**src/date_add_days_core_defines.svh**
```systemverilog
// assertion macros shared by the date adder modules
`ifndef DATE_ADD_DAYS_CORE_DEFINES_SVH
`define DATE_ADD_DAYS_CORE_DEFINES_SVH

// check sampled on the rising edge, masked while reset is held
`define DAD_ASSERT(name, prop) \
    name: assert property (@(posedge aclk) disable iff (!aresetn) prop) \
        else $error("%m: check failed");

// check that also covers the reset cycles
`define DAD_ASSERT_RST(name, prop) \
    name: assert property (@(posedge aclk) prop) \
        else $error("%m: reset check failed");

`endif

```
**src/dad_pkg.sv**
```systemverilog
`default_nettype none

package dad_pkg;

    // field widths
    localparam int DAY_W    = 5;
    localparam int MONTH_W  = 4;
    localparam int YEAR_W   = 16;
    localparam int OFFSET_W = 16;
    // working day count: day plus offset, signed
    localparam int ACC_W    = OFFSET_W + 1;

    // calendar constants
    localparam logic [MONTH_W-1:0] MONTH_JAN = 4'd1;
    localparam logic [MONTH_W-1:0] MONTH_FEB = 4'd2;
    localparam logic [MONTH_W-1:0] MONTH_DEC = 4'd12;
    localparam logic [DAY_W-1:0]   FEB_LEAP_DAYS   = 5'd29;
    localparam logic [DAY_W-1:0]   FEB_COMMON_DAYS = 5'd28;
    localparam logic [DAY_W-1:0]   LONG_MONTH_DAYS = 5'd31;
    localparam logic [DAY_W-1:0]   SHORT_MONTH_DAYS = 5'd30;

    // controller states
    typedef enum logic [0:0] {
        DAD_IDLE,
        DAD_RUN
    } state_t;

    // controller to datapath
    typedef struct packed {
        logic load;
        logic step;
        logic commit;
    } cmd_t;

    // datapath to controller
    typedef struct packed {
        logic done;
    } status_t;

    // days in a month, julian leap rule
    function automatic logic [DAY_W-1:0] month_len(input logic [MONTH_W-1:0] month,
                                                   input logic leap);
        logic [DAY_W-1:0] len;
        case (month)
            4'd2: begin
                len = leap ? FEB_LEAP_DAYS : FEB_COMMON_DAYS;
            end
            4'd4, 4'd6, 4'd9, 4'd11: begin
                len = SHORT_MONTH_DAYS;
            end
            default: begin
                len = LONG_MONTH_DAYS;
            end
        endcase
        return len;
    endfunction

endpackage

`default_nettype wire

```
**src/dad_datapath.sv**
```systemverilog
`default_nettype none
`include "date_add_days_core_defines.svh"

module dad_datapath (
    input  wire logic                                   aclk,
    input  wire logic                                   aresetn,
    input  wire dad_pkg::cmd_t                          cmd,
    output dad_pkg::status_t                            status,
    input  wire logic        [dad_pkg::DAY_W-1:0]       s_start_day,
    input  wire logic        [dad_pkg::MONTH_W-1:0]     s_start_month,
    input  wire logic signed [dad_pkg::YEAR_W-1:0]      s_start_year,
    input  wire logic signed [dad_pkg::OFFSET_W-1:0]    s_day_offset,
    output logic             [dad_pkg::DAY_W-1:0]       m_result_day,
    output logic             [dad_pkg::MONTH_W-1:0]     m_result_month,
    output logic signed      [dad_pkg::YEAR_W-1:0]      m_result_year
);

    localparam int PAD_W = dad_pkg::ACC_W - dad_pkg::DAY_W;

    logic signed [dad_pkg::ACC_W-1:0]   day_reg, day_next;
    logic        [dad_pkg::MONTH_W-1:0] month_reg, month_next;
    logic        [dad_pkg::YEAR_W-1:0]  year_reg, year_next;
    logic        [dad_pkg::DAY_W-1:0]   out_day_reg;
    logic        [dad_pkg::MONTH_W-1:0] out_month_reg;
    logic        [dad_pkg::YEAR_W-1:0]  out_year_reg;

    logic                               leap;
    logic        [dad_pkg::MONTH_W-1:0] prev_month;
    logic        [dad_pkg::DAY_W-1:0]   len_cur;
    logic        [dad_pkg::DAY_W-1:0]   len_prev;
    logic signed [dad_pkg::ACC_W-1:0]   len_cur_s;
    logic signed [dad_pkg::ACC_W-1:0]   len_prev_s;
    logic                               over;
    logic                               under;
    logic        [dad_pkg::MONTH_W-1:0] load_month;

    // month lengths around the current month
    always_comb begin
        leap       = (year_reg[1:0] == 2'b00);
        prev_month = (month_reg == dad_pkg::MONTH_JAN) ? dad_pkg::MONTH_DEC
                                                       : month_reg - 4'd1;
        len_cur    = dad_pkg::month_len(month_reg, leap);
        len_prev   = dad_pkg::month_len(prev_month, leap);
        len_cur_s  = $signed({{PAD_W{1'b0}}, len_cur});
        len_prev_s = $signed({{PAD_W{1'b0}}, len_prev});
        over       = (day_reg > len_cur_s);
        under      = (day_reg <= $signed({dad_pkg::ACC_W{1'b0}}));
        status.done = !over && !under;
    end

    // start month saturated into january..december
    always_comb begin
        if (s_start_month < dad_pkg::MONTH_JAN) begin
            load_month = dad_pkg::MONTH_JAN;
        end else if (s_start_month > dad_pkg::MONTH_DEC) begin
            load_month = dad_pkg::MONTH_DEC;
        end else begin
            load_month = s_start_month;
        end
    end

    // one month carry or borrow per step
    always_comb begin
        day_next   = day_reg;
        month_next = month_reg;
        year_next  = year_reg;
        if (cmd.load) begin
            day_next   = $signed({{PAD_W{1'b0}}, s_start_day})
                       + $signed({s_day_offset[dad_pkg::OFFSET_W-1], s_day_offset});
            month_next = load_month;
            year_next  = s_start_year;
        end else if (cmd.step) begin
            if (over) begin
                day_next = day_reg - len_cur_s;
                if (month_reg == dad_pkg::MONTH_DEC) begin
                    month_next = dad_pkg::MONTH_JAN;
                    year_next  = year_reg + 16'd1;
                end else begin
                    month_next = month_reg + 4'd1;
                end
            end else if (under) begin
                day_next   = day_reg + len_prev_s;
                month_next = prev_month;
                if (month_reg == dad_pkg::MONTH_JAN) begin
                    year_next = year_reg - 16'd1;
                end
            end
        end
    end

    // working registers and result word
    always_ff @(posedge aclk) begin
        day_reg   <= day_next;
        month_reg <= month_next;
        year_reg  <= year_next;
        if (cmd.commit) begin
            out_day_reg   <= day_reg[dad_pkg::DAY_W-1:0];
            out_month_reg <= month_reg;
            out_year_reg  <= year_reg;
        end
    end

    assign m_result_day   = out_day_reg;
    assign m_result_month = out_month_reg;
    assign m_result_year  = $signed(out_year_reg);

    // a committed date is normalized
    `DAD_ASSERT(a_commit_month, cmd.commit |-> (month_reg >= dad_pkg::MONTH_JAN && month_reg <= dad_pkg::MONTH_DEC))
    `DAD_ASSERT(a_commit_day, cmd.commit |-> (day_reg > 0 && day_reg <= len_cur_s))
    // the result word changes only on commit
    `DAD_ASSERT(a_out_hold, !$past(cmd.commit) |-> $stable(out_day_reg))

endmodule

`default_nettype wire

```
**src/dad_ctrl.sv**
```systemverilog
`default_nettype none
`include "date_add_days_core_defines.svh"

module dad_ctrl (
    input  wire logic             aclk,
    input  wire logic             aresetn,
    input  wire logic             s_valid,
    output logic                  s_ready,
    output logic                  m_valid,
    input  wire logic             m_ready,
    output dad_pkg::cmd_t         cmd,
    input  wire dad_pkg::status_t status
);

    dad_pkg::state_t state_reg, state_next;
    logic            out_valid_reg, out_valid_next;

    // state and result valid registers
    always_ff @(posedge aclk) begin
        if (!aresetn) begin
            state_reg     <= dad_pkg::DAD_IDLE;
            out_valid_reg <= 1'b0;
        end else begin
            state_reg     <= state_next;
            out_valid_reg <= out_valid_next;
        end
    end

    // next state and commands
    always_comb begin
        state_next = state_reg;
        cmd        = '0;
        s_ready    = 1'b0;
        case (state_reg)
            dad_pkg::DAD_IDLE: begin
                s_ready  = 1'b1;
                cmd.load = s_valid;
                if (s_valid) begin
                    state_next = dad_pkg::DAD_RUN;
                end
            end
            dad_pkg::DAD_RUN: begin
                if (!status.done) begin
                    cmd.step = 1'b1;
                end else if (!out_valid_reg || m_ready) begin
                    cmd.commit = 1'b1;
                    state_next = dad_pkg::DAD_IDLE;
                end
            end
            default: begin
                state_next = dad_pkg::DAD_IDLE;
            end
        endcase
    end

    // result word stays offered until taken
    always_comb begin
        out_valid_next = out_valid_reg;
        if (m_ready) begin
            out_valid_next = 1'b0;
        end
        if (cmd.commit) begin
            out_valid_next = 1'b1;
        end
    end

    assign m_valid = out_valid_reg;

    `DAD_ASSERT_RST(a_reset_clear, !aresetn |=> (state_reg == dad_pkg::DAD_IDLE && !out_valid_reg))
    `DAD_ASSERT(a_commit_free, cmd.commit |-> (!out_valid_reg || m_ready))
    `DAD_ASSERT(a_load_runs, cmd.load |=> (state_reg == dad_pkg::DAD_RUN))
    `DAD_ASSERT(a_commit_valid, cmd.commit |=> m_valid)

endmodule

`default_nettype wire

```
**src/date_add_days_core.sv**
```systemverilog
// date adder: one month of carry or borrow per cycle
// a date is loaded, stepped one month at a time until normalized, then committed once the output is free
// one date at a time: a new date is taken only after the last one is committed
// a finished result waits in an output register while the next date is taken
// reset (aresetn low, synchronous) returns to idle and drops the result valid
`default_nettype none

module date_add_days_core (
    input  wire logic                                aclk,
    input  wire logic                                aresetn,
    input  wire logic                                s_valid,
    output logic                                     s_ready,
    input  wire logic        [dad_pkg::DAY_W-1:0]    s_start_day,
    input  wire logic        [dad_pkg::MONTH_W-1:0]  s_start_month,
    input  wire logic signed [dad_pkg::YEAR_W-1:0]   s_start_year,
    input  wire logic signed [dad_pkg::OFFSET_W-1:0] s_day_offset,
    output logic                                     m_valid,
    input  wire logic                                m_ready,
    output logic             [dad_pkg::DAY_W-1:0]    m_result_day,
    output logic             [dad_pkg::MONTH_W-1:0]  m_result_month,
    output logic signed      [dad_pkg::YEAR_W-1:0]   m_result_year
);

    dad_pkg::cmd_t    cmd;
    dad_pkg::status_t status;

    // sequencer
    dad_ctrl u_ctrl (
        .aclk    (aclk),
        .aresetn (aresetn),
        .s_valid (s_valid),
        .s_ready (s_ready),
        .m_valid (m_valid),
        .m_ready (m_ready),
        .cmd     (cmd),
        .status  (status)
    );

    // date registers and month step
    dad_datapath u_datapath (
        .aclk           (aclk),
        .aresetn        (aresetn),
        .cmd            (cmd),
        .status         (status),
        .s_start_day    (s_start_day),
        .s_start_month  (s_start_month),
        .s_start_year   (s_start_year),
        .s_day_offset   (s_day_offset),
        .m_result_day   (m_result_day),
        .m_result_month (m_result_month),
        .m_result_year  (m_result_year)
    );

endmodule

`default_nettype wire

```
**config.mk**
```make
export PLATFORM = sky130hd
export DESIGN_NAME = date_add_days_core
export DESIGN_NICKNAME = d
export VERILOG_FILES = /design/src/dad_pkg.sv /design/src/dad_datapath.sv /design/src/dad_ctrl.sv /design/src/date_add_days_core.sv
export VERILOG_INCLUDE_DIRS = /design/src /design/src/src
export SDC_FILE = /design/constraint.sdc
export NUM_CORES = 1
export LEC_CHECK = 0
export BUFFER_PORTS_ARGS = -buffer_cell sky130_fd_sc_hd__buf_4
export CORE_ASPECT_RATIO = 0.5
export CORE_UTILIZATION = 46
export CTS_CLUSTER_SIZE = 40
export DETAILED_ROUTE_END_ITERATION = 8
export GPL_TIMING_DRIVEN = 0
export MAX_ROUTING_LAYER = met4
export PLACE_DENSITY = 0.64
export SYNTH_ARGS = -nofsm -noshare
export SYNTH_HDL_FRONTEND = slang
export SYNTH_SLANG_ARGS = --single-unit
```
**constraint.sdc**
```tcl
create_clock -name aclk -period 10.8 [get_ports aclk]
set_clock_uncertainty 0.05 [all_clocks]
set_input_delay 1.62 -clock aclk [delete_from_list [all_inputs] [get_ports aclk]]
set_output_delay 1.62 -clock aclk [all_outputs]
set_load 0.1 [all_outputs]
```
Yosys cells after proc, flatten, opt, wreduce, memory -nomap -nowiden
Index checks and enable logic that the tools add are counted.
{"block": "totals", "ramBits": 0, "n_memories": 0, "ff_bits": 64, "output_inout_bits": 27, "wordCells": 80, "input_bits": 45, "latch_bits": 0, "rom_bits": 0}
{"block": "op_classes", "reduce_logical": 14, "add_sub_neg": 7, "muxes": 33, "bitwise": 1, "shift": 0, "n_lt_le_gt_ge": 4, "eq_ne": 13, "mul": 0, "div_mod_pow": 0}
{"operator": "$mux 16", "n": 6}
{"operator": "$mux 17", "n": 4}
{"operator": "$mux 4", "n": 8}
{"operator": "$eq 4x4->1 const B", "n": 5}
{"operator": "$pmux 5 s2", "n": 2}
{"operator": "$add 17x6->17", "n": 1}
{"operator": "$add 6x16->17", "n": 1}
{"operator": "$gt 17x6->1", "n": 1}
{"operator": "$le 17x1->1 const B", "n": 1}
{"operator": "$sub 17x6->17", "n": 1}
{"operator": "$add 16x1->16 const B", "n": 1}
{"operator": "$eq 4x3->1 const B", "n": 4}
{"operator": "$sub 16x1->16 const B", "n": 1}
{"operator": "$mux 1", "n": 11}
{"operator": "$eq 4x2->1 const B", "n": 2}
{"operator": "$reduce_or 4->1", "n": 2}
{"operator": "$reduce_bool 3->1", "n": 2}
{"operator": "$add 4x1->4 const B", "n": 1}
{"operator": "$eq 4x1->1 const B", "n": 1}
{"operator": "$gt 4x4->1 const B", "n": 1}
{"operator": "$lt 4x1->1 const B", "n": 1}
{"operator": "$reduce_and 4->1", "n": 1}
{"operator": "$reduce_bool 2->1", "n": 2}
{"operator": "$sub 4x1->4 const B", "n": 1}
{"operator": "9 further kinds", "n": 11}

Longest topological paths before layout
{"block": "depth", "depth_word": 10, "depth_mapped": 19, "ltp_nobuf": 17}

Modules after synthesis
A second synthesis with hierarchy kept.
{"block": "unflattened", "hier_cells": 481, "area_unflattened_um2": 4643.2}
{"mod": "dad_datapath", "cells_each": 469, "area_per_inst_um2": 4535.6, "seq_area_each_um2": 1861.8, "instances": 1}
{"mod": "dad_ctrl", "cells_each": 12, "area_per_inst_um2": 107.6, "seq_area_each_um2": 40.0, "instances": 1}

Worst setup path before layout
No wires, ideal clock.
{"block": "synth_timing", "path_type": "reg-to-reg", "start": "reg u_datapath.month_reg[0] (netlist name)", "end": "reg u_datapath.year_reg[0] (netlist name), enable pin", "arrival_time_ps": 3764, "required_time_ps": 10331, "n_path_buf": 2, "synth_period_minus_slack_ps": 4234, "setup_ps": 419, "slack_ps": 6566, "path_stages_with_launch": 12, "cell_sequence": "edfxtp_1 > inv_1 > ha_1 > and3_1 > ha_1 > nor2b_1 > o211ai_1 > a21o_1 > buf_6 > buf_2 > nand4_1 > a311oi_1"}
{"block": "synth_via", "elab_chain_len": 10, "word_cells_on_any_way": 19, "classes_between": "order compare (1); eq/ne (8); mux (3); reduce/logical (7)"}
{"element": "start: declaration", "line_no": "dad_datapath.sv:21", "source": "logic [dad_pkg::MONTH_W-1:0] month_reg, month_next;"}
{"element": "start signal: assignment", "line_no": "dad_datapath.sv:94", "source": "month_reg <= month_next;"}
{"element": "$eq 4x3->1 or $eq 4x4->1 (tied branches)", "line_no": "dad_pkg.sv:44", "source": "case (month)"}
{"element": "$reduce_or 4->1", "line_no": "dad_pkg.sv:44"}
{"element": "$pmux 5 s2", "line_no": "dad_pkg.sv:44"}
{"element": "$gt 17x6->1", "line_no": "dad_datapath.sv:46", "source": "over = (day_reg > len_cur_s);"}
{"element": "$logic_not 1->1", "line_no": "dad_datapath.sv:48", "source": "status.done = !over && !under;"}
{"element": "$logic_and 1x1->1", "line_no": "dad_datapath.sv:48"}
{"element": "$mux 1", "line_no": "dad_ctrl.sv:43", "source": "if (!status.done) begin"}
{"element": "$mux 2", "line_no": "dad_ctrl.sv:34", "source": "case (state_reg)"}
{"element": "$reduce_bool 2->1 (no source line)"}
{"element": "$reduce_and 4->1 (no source line) *"}
{"element": "end signal: assignment", "line_no": "dad_datapath.sv:95", "source": "year_reg <= year_next;"}
{"element": "end: declaration", "line_no": "dad_datapath.sv:22", "source": "logic [dad_pkg::YEAR_W-1:0] year_reg, year_next;"}
Mark *: on every way between the ends. The rest lies on a longest branch, timed or not.
A chain may end at the register's enable or synchronous reset.

Final worst setup path
{"block": "layout_timing", "start": "reg u_datapath.month_reg[0] (netlist name)", "end": "reg u_datapath.year_reg[14] (netlist name), data pin"}
{"block": "layout_via", "elab_chain_len": 7, "word_cells_on_any_way": 11, "classes_between": "order compare (1); eq/ne (5); mux (4); reduce/logical (1)"}
{"element": "$eq 4x3->1 or $eq 4x4->1 (tied branches)", "line_no": "dad_pkg.sv:44"}
{"element": "$reduce_or 4->1", "line_no": "dad_pkg.sv:44"}
{"element": "$pmux 5 s2 *", "line_no": "dad_pkg.sv:44"}
{"element": "$gt 17x6->1 *", "line_no": "dad_datapath.sv:46"}
{"element": "$mux 16 *", "line_no": "dad_datapath.sv:73", "source": "if (over) begin"}
{"element": "$mux 16 *", "line_no": "dad_datapath.sv:72", "source": "end else if (cmd.step) begin"}
{"element": "$mux 16 *", "line_no": "dad_datapath.sv:67", "source": "if (cmd.load) begin"}
{"element": "via u_datapath.year_next (one bit)", "line_no": "dad_datapath.sv:22"}
The timed path passes the listed nets; every way through them passes the cells marked *. The select of a mux whose other input is x is not followed.

==> run metrics <==
P_leak approximately 2.2 nW; Slew headroom 46.21%; crit path DAT 4.99 ns; Final period util 45.89%; most frequent cell after synthesis edfxtp_1; outcome finished clean; Skew-Pair Late Insertion Delay 0.33 ns; IO Pins 72; number of remaining DRC errors 0; Fin Setup TNS 0 ns; post-synthesis mux area share 3.145%; wire per inst 15.59 um; DIE AREA slightly above 10000 um2; Synth warnings 0; post-CTS setup buffers 0; drt first-iter violations 254; clock share of power 22.0%; FF+latch count, synth 64; Final WS setup around 6 ns; Internal Power 702.2 uW; die height 72.22 um; CORE AREA 9509 um2; Yosys top cell by area edfxtp_1; Post-DP HPWL 7.991 mm; RSZ-0062 raised after global routing false; crit path max fanout 25; Post-Synthesis Cells 450; post-synth top area share about 40%; Final nets roughly 600; placer's final routability congestion estimate 0.9301; Post-Synth Adder-Cell Area roughly a tenth; post-CTS resize count 0; count of cell types in the netlist 60; Max Slew Vio Count 0; sequential power share 34.7%; Routed Antenna Nets 0; Critical Path Start Type flop; hold_ws 0.4037 ns; synth top area cells edfxtp_1 41%, ha_1 8.3%, o21ai_0 4.7%; max reg flops 17; async set-reset flop share out of synthesis 0%; Logic pwr share 43.3%; PortBufs 71; Peak VDD IR between 70 and 80 uV; Area Overhead vs Synth 22.54%; Post-Synth Simple-Gate Area 15.14%; min cycle time layout 4.957 ns; complex-gate fraction of the synthesized area 19.78%; Hold Crit Class flop to flop; Chip Width 142.4 um; # diodes 0; max frequency between 0.2 and 0.25 GHz; Final Power about 1.1 mW; hold buffer count at CTS 0; Slew @ Worst Pin 0.8007 ns; vias in the first global route around 3400; Worst setup EP type flop; Clock Pin Slew Worst Setup and Hold Paths approximately 0.050 ns; synth cell count leaders 62 x edfxtp_1, 43 x o21ai_0, 39 x nand2_1; Post-synth EDFFs 62; MaxCap Viol Count 0; TritonCTS clock tree done; Filler cells between 800 and 900; syn_nets 529; root buffer cell clkbuf_16; final setup fails 0; Pre-antenna DRT Iters 5; Inserted Clock Buffers 9; Initial Util a little under half; Syn Area/Cell 10.08 um2; layout cells sized above 1 approximately a fifth; switching share of power 38.47%; Rows 25; synthesized cell area 4536 um2; GRT overflow 0; clk sinks 64; first-pass GRT wire length 16.67 mm; XOR/XNOR Fraction of Synth Area 6.372%; vias 3733; Post-Place Worst Slack between 5 and 6 ns; worst setup path class flop to flop; total track usage 22.12%; PwrDens 205.3 nW/um2; initial antenna violation count 0; Psw 439.0 uW; Crit path required time 10.84 ns; CTS H-tree depth 3; sequential share of the synthesized area 41.93%; total wire length 10.51 mm; ys flop type edfxtp_1; final hold violations 0; main combinational cell family by area after synthesis compound AO/OA/AOI/OAI gates; largest net degree at the start of global routing 26; mean number of vias per cell ~5.5; CTS max path bufs 2
-- layout make-up --
type | count | area, um2 | share of cell area [%]
clock inverter | 6 | 27.53 | 0.4953
buffer | 19 | 88.84 | 1.598
clock buffer | 9 | 225.2 | 4.052
timing repair buffer | 74 | 578.1 | 10.40
multi-input combinational | 348 | 2494 | 44.87
sequential | 64 | 1902 | 34.22
inverter | 19 | 73.82 | 1.328
tap | 135 | 168.9 | 3.039
-- metrics by stage --
stage / utilization, % / instance area, um2 / cells
final: 58.45 / 5558 / 674
after global routing: 58.45 / 5558 / 674
after CTS: 58.45 / 5558 / 674
after detailed placement: 55.79 / 5305 / 659
after global placement: 55.08 / 5238 / 656
after floorplan: - / 4536 / 450
-- metal layers --
metal	global-route usage, %	vias up	wire, um
met5	-	-	0
met4	6.093	0	119
met3	5.611	11	660
met2	34.59	114	4645
met1	28.67	1746	5083
li1	-	1862	-
-- final timing paths --
| check | start | cells past startpoint | endpoint | slack, ns |
|---|---|---|---|---|
| min | u_datapath.month_reg[3] | 0 | u_datapath.m_result_month[3] | 0.40 |
| max | u_datapath.month_reg[0] | 18 | u_datapath.year_reg[14] | 5.84 |
| max reg2reg | u_datapath.month_reg[0] | 18 | u_datapath.year_reg[14] | 5.84 |
| min reg2reg | u_datapath.month_reg[3] | 0 | u_datapath.m_result_month[3] | 0.40 |
-- worst max-delay path: stages, from the launching register on --
cell and delay (ns):
edfxtp_1 0.46, inv_1 0.17, ha_1 0.30, o21ai_0 0.17
a21oi_1 0.08, a21oi_1 0.22, ha_1 0.21, nor2b_1 0.07
o211ai_1 0.26, a21o_1 0.18, buf_6 0.15, buf_2 0.46
ha_1 0.38, nor2b_1 0.16, o31a_1 0.30, o2111ai_1 0.32
a21oi_1 0.15, or3_1 0.37, a31o_2 0.25
-- logic make-up (layout without fill, tap and decap cells) --
kind of cell,after synthesis,count (layout)
muxes,14,14
AOI/OAI and AO/OA,134,134
DFF,64,64
adders and majority gates,34,34
xor gates and xnor gates,33,33
and+or+nand+nor,133,133
buffers and inverters,38,127
-- power groups by stage --
| stage | clock network, mW | logic [mW] | registers, mW |
|---|---|---|---|
| floorplan | 0 | 0.340 | 0.426 |
| global placement | 0 | 0.477 | 0.399 |
| detailed placement | 0 | 0.489 | 0.400 |
| CTS | 0.256 | 0.494 | 0.395 |
| global route | 0.265 | 0.547 | 0.404 |
| finish | 0.252 | 0.494 | 0.395 |
-- cells in the final DEF, fill, tap and decap left out, types with 3 or more instances in the layout --
cell / count
nand4_1: 5
nor2_1: 30
edfxtp_1: 62
mux2i_1: 12
o21a_1: 9
o2111ai_1: 3
clkbuf_1: 15
clkbuf_16: 9
and3_1: 10
inv_1: 18
o211ai_1: 5
nor3_1: 7
o21ai_0: 43
a31o_2: 3
xor2_1: 14
a211oi_1: 8
a41o_1: 4
buf_4: 71
clkinv_1: 4
a21oi_1: 22
nand3_1: 8
buf_8: 3
ha_1: 30
a31oi_1: 3
xnor2_1: 19
fa_1: 4
o21bai_1: 4
nand2_1: 39
a21o_1: 11
or3_1: 5
and2_1: 4
nor2b_1: 5
o31ai_1: 3
No activity file was read; power rests on OpenSTA's default activity.
